## config.mk

```make
export PLATFORM = sky130hd
export DESIGN_NAME = lz5d_ctrl
export DESIGN_NICKNAME = d
export VERILOG_FILES = /design/src/sv/lz5d_pkg.sv /design/src/sv/lz5d_ctrl.sv
export SDC_FILE = /design/constraint.sdc
export NUM_CORES = 1
export LEC_CHECK = 0
export BUFFER_PORTS_ARGS = -buffer_cell sky130_fd_sc_hd__buf_4
export CAP_MARGIN = 20
export CORE_AREA = 3 3 40 42
export DETAILED_ROUTE_END_ITERATION = 8
export DIE_AREA = 0 0 43 45
export GPL_TIMING_DRIVEN = 0
export MAX_ROUTING_LAYER = met4
export SYNTH_ARGS = -nofsm -noshare
export SYNTH_HDL_FRONTEND = slang
export SYNTH_SLANG_ARGS = --single-unit
```

## constraint.sdc

```tcl
create_clock -name clk_i -period 3.1 [get_ports clk_i]
set_clock_uncertainty 0.1 [all_clocks]
set_input_delay 0.31 -clock clk_i [delete_from_list [all_inputs] [get_ports clk_i]]
set_output_delay 0.31 -clock clk_i [all_outputs]
set_load 0.01 [all_outputs]
```

## src/sv/lz5d_pkg.sv

```systemverilog
`default_nettype none

package lz5d_pkg;

  // History ring geometry and start position.
  localparam int unsigned RING_SIZE = 4096;
  localparam int unsigned RING_AW   = $clog2(RING_SIZE);
  localparam logic [RING_AW-1:0] RING_START = RING_AW'(4078);
  localparam logic [RING_AW-1:0] RING_LAST  = RING_AW'(RING_SIZE - 1);

  // Preset pattern region boundaries.
  localparam logic [RING_AW-1:0] PRE_DIV_END  = RING_AW'(3328);
  localparam logic [RING_AW-1:0] PRE_UP_END   = RING_AW'(3584);
  localparam logic [RING_AW-1:0] PRE_DOWN_END = RING_AW'(3840);
  localparam logic [RING_AW-1:0] PRE_ZERO_END = RING_AW'(3968);
  localparam logic [7:0]         PRE_SPACE    = 8'h20;
  localparam logic [3:0]         PRE_DIVISOR_LAST = 4'd12;

  // Match encoding.
  localparam logic [4:0] MATCH_MIN = 5'd3;
  localparam logic [3:0] FLAGS_PER_BYTE = 4'd8;

  // Commands from the controller to the datapath.
  typedef struct packed {
    logic init_wr;
    logic take_flag;
    logic take_lit;
    logic take_first;
    logic take_second;
    logic rd_issue;
    logic copy_wr;
    logic copy_last;
  } cmd_t;

  // Status from the datapath to the controller.
  typedef struct packed {
    logic init_last;
    logic finished;
    logic phase;
    logic flags_empty;
    logic flag_bit;
    logic out_free;
    logic last_copy;
    logic reach_done;
  } status_t;

  // Preset ring value at an address; quo is the running address divided by 13.
  function automatic logic [7:0] preset_value(input logic [RING_AW-1:0] addr,
                                              input logic [7:0] quo);
    logic [7:0] val;
    if (addr < PRE_DIV_END) begin
      val = quo;
    end else if (addr < PRE_UP_END) begin
      val = addr[7:0];
    end else if (addr < PRE_DOWN_END) begin
      val = ~addr[7:0];
    end else if (addr < PRE_ZERO_END) begin
      val = 8'd0;
    end else if (addr < RING_START) begin
      val = PRE_SPACE;
    end else begin
      val = 8'd0;
    end
    return val;
  endfunction

endpackage

`default_nettype wire

```

## src/sv/lz5d_ctrl.sv

```systemverilog
`default_nettype none

module lz5d_ctrl
  import lz5d_pkg::*;
(
  input  wire logic    clk_i,
  input  wire logic    rst_ni,
  input  wire logic    in_valid_i,
  output logic         in_stall_o,
  input  wire status_t status_i,
  output cmd_t         cmd_o
);

  typedef enum logic [1:0] {
    ST_INIT,
    ST_IDLE,
    ST_MREAD,
    ST_MWRITE
  } state_e;

  state_e state_q, state_d;
  logic   accept;

  // Input words are taken only while idle and the output word can move.
  assign in_stall_o = !((state_q == ST_IDLE) && status_i.out_free);
  assign accept     = in_valid_i && !in_stall_o;

  always_comb begin
    state_d = state_q;
    cmd_o   = '0;
    unique case (state_q)
      ST_INIT: begin
        cmd_o.init_wr = 1'b1;
        if (status_i.init_last) begin
          state_d = ST_IDLE;
        end
      end
      ST_IDLE: begin
        if (accept && !status_i.finished) begin
          if (status_i.phase) begin
            cmd_o.take_second = 1'b1;
            state_d = ST_MREAD;
          end else if (status_i.flags_empty) begin
            cmd_o.take_flag = 1'b1;
          end else if (status_i.flag_bit) begin
            cmd_o.take_lit = 1'b1;
          end else begin
            cmd_o.take_first = 1'b1;
          end
        end
      end
      ST_MREAD: begin
        // Issue the ring read once the output word will be free for its result.
        if (status_i.out_free) begin
          cmd_o.rd_issue = 1'b1;
          state_d = ST_MWRITE;
        end
      end
      ST_MWRITE: begin
        cmd_o.copy_wr   = 1'b1;
        cmd_o.copy_last = status_i.last_copy || status_i.reach_done;
        state_d = cmd_o.copy_last ? ST_IDLE : ST_MREAD;
      end
      default: begin
        state_d = ST_IDLE;
      end
    endcase
  end

  always_ff @(posedge clk_i or negedge rst_ni) begin
    if (!rst_ni) begin
      state_q <= ST_INIT;
    end else begin
      state_q <= state_d;
    end
  end

endmodule

`default_nettype wire

```

==> tab_implementation.tex <==
\begin{tabular}{lr}
\hline
Metric & Value \\
\hline
\multicolumn{2}{l}{\textbf{Status}} \\
\quad Result of the run & finished clean \\
\multicolumn{2}{l}{\textbf{Die}} \\
\quad Effective utilization at floorplan & 14.7\% \\
\quad Die Span Y & between 40 and 50 um \\
\quad Number of top-level design ports & 20 \\
\quad Cell Rows & 13 \\
\quad Floorplan die area & 0.00194 mm\^{}2 \\
\quad Die X-Extent & 43 um \\
\quad Floorplan core area & 0.00128 mm\^{}2 \\
\multicolumn{2}{l}{\textbf{Final layout}} \\
\quad Filler cell count in the final layout & 144 \\
\quad Largest register FFs & 2 \\
\quad Share of cells above drive strength 1 & 56.8\% \\
\quad Largest register by flop count & state\_q \\
\quad Leading registers by flop count & state\_q x2 \\
\quad Signed area change from the synthesized netlist to the final layout & 103\% \\
\quad Number of diodes added for antenna fixing & 0 \\
\quad Nets & 57 \\
\multicolumn{2}{l}{\textbf{CTS}} \\
\quad Number of buffers on the longest clock path & 2 \\
\quad Hold-fix buffer count after cts & 1 \\
\quad Number of gates given a new drive strength after cts & 0 \\
\quad CTS buffer count & 3 \\
\quad CTS H-tree lvls & 1 \\
\quad Post-CTS Setup Repair Bufs & 0 \\
\quad Worst-Skew Late Latency & roughly 230 ps \\
\quad Clock Tree Root & clkbuf\_4 \\
\quad Number of clock sinks & 2 \\
\quad Clock slew at the register clock pins of the worst setup and hold paths & 30 ps \\
\quad Clock tree from TritonCTS & done \\
\multicolumn{2}{l}{\textbf{Yosys}} \\
\quad Number of synthesized register bits & 2 \\
\quad Area of the mapped netlist & approximately 190 um\^{}2 \\
\quad Net Count, Synth & 32 \\
\quad Syn avg cell area & 9.00 um\^{}2 \\
\quad Count of synthesis-stage warnings from yosys & 0 \\
\quad Area share of the leading cell type in the synthesized netlist & 26.5\% \\
\quad Synth area leaders & dfrtp\_1 (26\%), nand3b\_4 (11\%), or4b\_4 (7.3\%) \\
\quad Top cell type by total area after synthesis & dfrtp\_1 \\
\quad Sequential fraction of the synthesis area & 26.5\% \\
\quad Number of cells produced by synthesis & 21 \\
\quad Number of distinct standard cells referenced by the synthesized netlist & 15 \\
\multicolumn{2}{l}{\textbf{Critical path}} \\
\quad Required time of the critical path & 2690 ps \\
\quad Ordered list of cells on the worst path & nand3b\_4 -> or4b\_4 -> nor3b\_2 -> buf\_4 \\
\quad Crit Path Category & reg -> out \\
\quad Delay contributed by the slowest stage of the critical path & 510 ps \\
\quad Delay-heaviest family, CP & simple AND/OR/NAND/NOR gates \\
\quad Worst path slowest cell & or4b\_4 \\
\quad Crit start category & register \\
\quad Signal arrival time at the worst endpoint & 1650 ps \\
\quad Worst Setup End Kind & output pin \\
\quad Worst path bufs/invs & 1 \\
\quad Largest fanout on the critical path & 7 \\
\multicolumn{2}{l}{\textbf{Drt}} \\
\quad Via-per-instance ratio & 4.36 \\
\quad WL final & 570 um \\
\quad Routed vias & between 200 and 300 \\
\quad Number of design-rule violations left by the first detailed-router iteration & 0 \\
\quad Antenna violation net count after detailed routing & 0 \\
\quad Sum of met3 wire segment lengths after detailed routing & between 100 and 150 um \\
\quad Highest layer used for signal routing & met4 \\
\quad DRC violations left & 0 \\
\quad Wire length the detailed router placed on met1 & between 200 and 250 um \\
\quad Per-cell routed wire length & about 9.7 um \\
\quad Total length of routed met2 wires & 203 um \\
\quad 1st-pass router iterations & 1 \\
\multicolumn{2}{l}{\textbf{Pwr}} \\
\quad Sequential fraction of design power & 25.6\% \\
\quad Logic gate share of total power & 27.8\% \\
\quad Pwr per Cell Area & 327 mW/mm\^{}2 \\
\quad Reported leakage power & 0.000206 uW \\
\quad Sw Share & around a quarter \\
\quad Share of total power in the clock network & 46.6\% \\
\quad Peak VDD IR & $\sim$0.15 mV \\
\quad Switching power total & around 32 uW \\
\quad Final total power & 125 uW \\
\quad Internal Power & 93.1 uW \\
\multicolumn{2}{l}{\textbf{Timing}} \\
\quad Worst slew margin relative to its limit & 83.2\% \\
\quad Setup TNS Final & 0 ps \\
\quad Final setup violation count & 0 \\
\quad Number of failing hold endpoints at the final stage & 0 \\
\quad Fmax & 0.484 GHz \\
\quad Max-slew violation count & 0 \\
\quad Min Tclk post-route & 2060 ps \\
\quad RSZ-0062 raised after global routing & no \\
\quad Portion of the clock cycle consumed by the worst path in the final layout & 66.6\% \\
\quad Actual transition at the worst max-transition pin & 252 ps \\
\multicolumn{2}{l}{\textbf{Place}} \\
\quad Count of port buffers added during placement & 19 \\
\quad Gp weighted congestion & 0.601 \\
\multicolumn{2}{l}{\textbf{Job}} \\
\quad Max-cap viol count & 0 \\
\multicolumn{2}{l}{\textbf{GRT}} \\
\quad Tot GR Track Use & 7.37\% \\
\quad Global-route wire length before repair & 952 um \\
\quad Total overflow reported by the global router & 0 \\
\quad Maximum number of pins on one net before global-route repair & 9 \\
\quad Via count of the first global-routing pass & roughly 230 \\
\quad Antenna violations before repair & 0 \\
\multicolumn{2}{l}{\textbf{Hold path}} \\
\quad Hold crit path type & in -> reg \\
\hline
\end{tabular}
==> layout make-up <==
cell class	instances	area [um^2]	share of cell area, %
Clock buffer	3	22.5	5.88
Inverter	2	7.51	1.96
Multi-Input combinational cell	17	131	34.3
Sequential cell	2	50.0	13.1
Tap cell	15	18.8	4.90
Timing Repair Buffer	20	153	39.9
==> cells in the final DEF (no fill, tap or decap), drive strengths merged <==
cell type and count:
nand3b 1, or4b 1, o311a 1, nand2 2
and3b 1, o21ai 2, nor3 1, dfrtp 2
clkbuf 3, inv 2, nor2 3, and2 1
o21a 1, dlygate4sd3 1, nand4bb 1, buf 19
nor3b 2
==> synth_stat cells (all sizes together) <==
cell type,instances
o21a,1
o311a,1
o21ai,2
and3b,1
inv,2
or4b,1
dfrtp,2
nand3b,1
and2,1
nand2,2
nor2,3
nand4bb,1
nor3b,2
nor3,1
==> power groups by stage <==
stage / Clock [uW] / Sequential (uW) / Combinational (uW)
global route: 64.6 / 32.8 / 38.4
global placement: 0 / 32.5 / 33.8
CTS: 61.2 / 32.2 / 35.6
floorplan: 0 / 31.5 / 13.7
detailed placement: 0 / 32.5 / 34.5
finish: 58.3 / 32.1 / 34.8
==> through the flow <==
| stage | std cells | hold WS, ps | worst slack [ps] | utilization, % | instance area [um^2] |
|---|---|---|---|---|---|
| after floorplan | 21 | -85.6 | 1320 | - | 189 |
| final | 59 | 222 | 1040 | 29.8 | 383 |
| after CTS | 59 | 219 | 1020 | 29.8 | 383 |
| after detailed placement | 55 | -6.44 | 1260 | 27.3 | 350 |
| after global placement | 55 | -6.94 | 1260 | 27.3 | 350 |
| after global routing | 59 | 223 | 940 | 29.8 | 383 |
==> kinds of logic after synthesis <==
family / count (synthesis) / share of synthesized area, %
and+or+nand+nor: 13 / 55.0
AOI/OAI and AO/OA: 4 / 14.6
DFF: 2 / 26.5
buffers and inverters: 2 / 3.97
==> final timing paths <==
path | startpoint | slack (ps) | depth (start not counted) | endpoint
min in group asynchronous | rst_ni | 300 | 2 | state_q[0]
worst min register to register | state_q[1] | 490 | 2 | state_q[1]
max in group asynchronous | rst_ni | 2510 | 2 | state_q[1]
worst max register to register | state_q[1] | 1850 | 3 | state_q[0]
worst min-delay path | status_i[7] | 220 | 2 | state_q[0]
worst max-delay path | state_q[1] | 1040 | 4 | cmd_o[5]
==> worst register-to-register path, stage by stage (launching register included) <==
cell and delay [ps]:
dfrtp_1 420, nand3b_4 190, nand4bb_1 260, o311a_1 170
==> routing by layer <==
| layer | GRT usage (%) | vias up |
|---|---|---|
| met1 | 7.21 | 109 |
| li1 | - | 124 |
| met2 | 9.28 | 20 |
| met5 | - | - |
| met3 | 5.18 | 4 |
| met4 | 7.23 | 0 |
(Power assumes the default switching activity.)
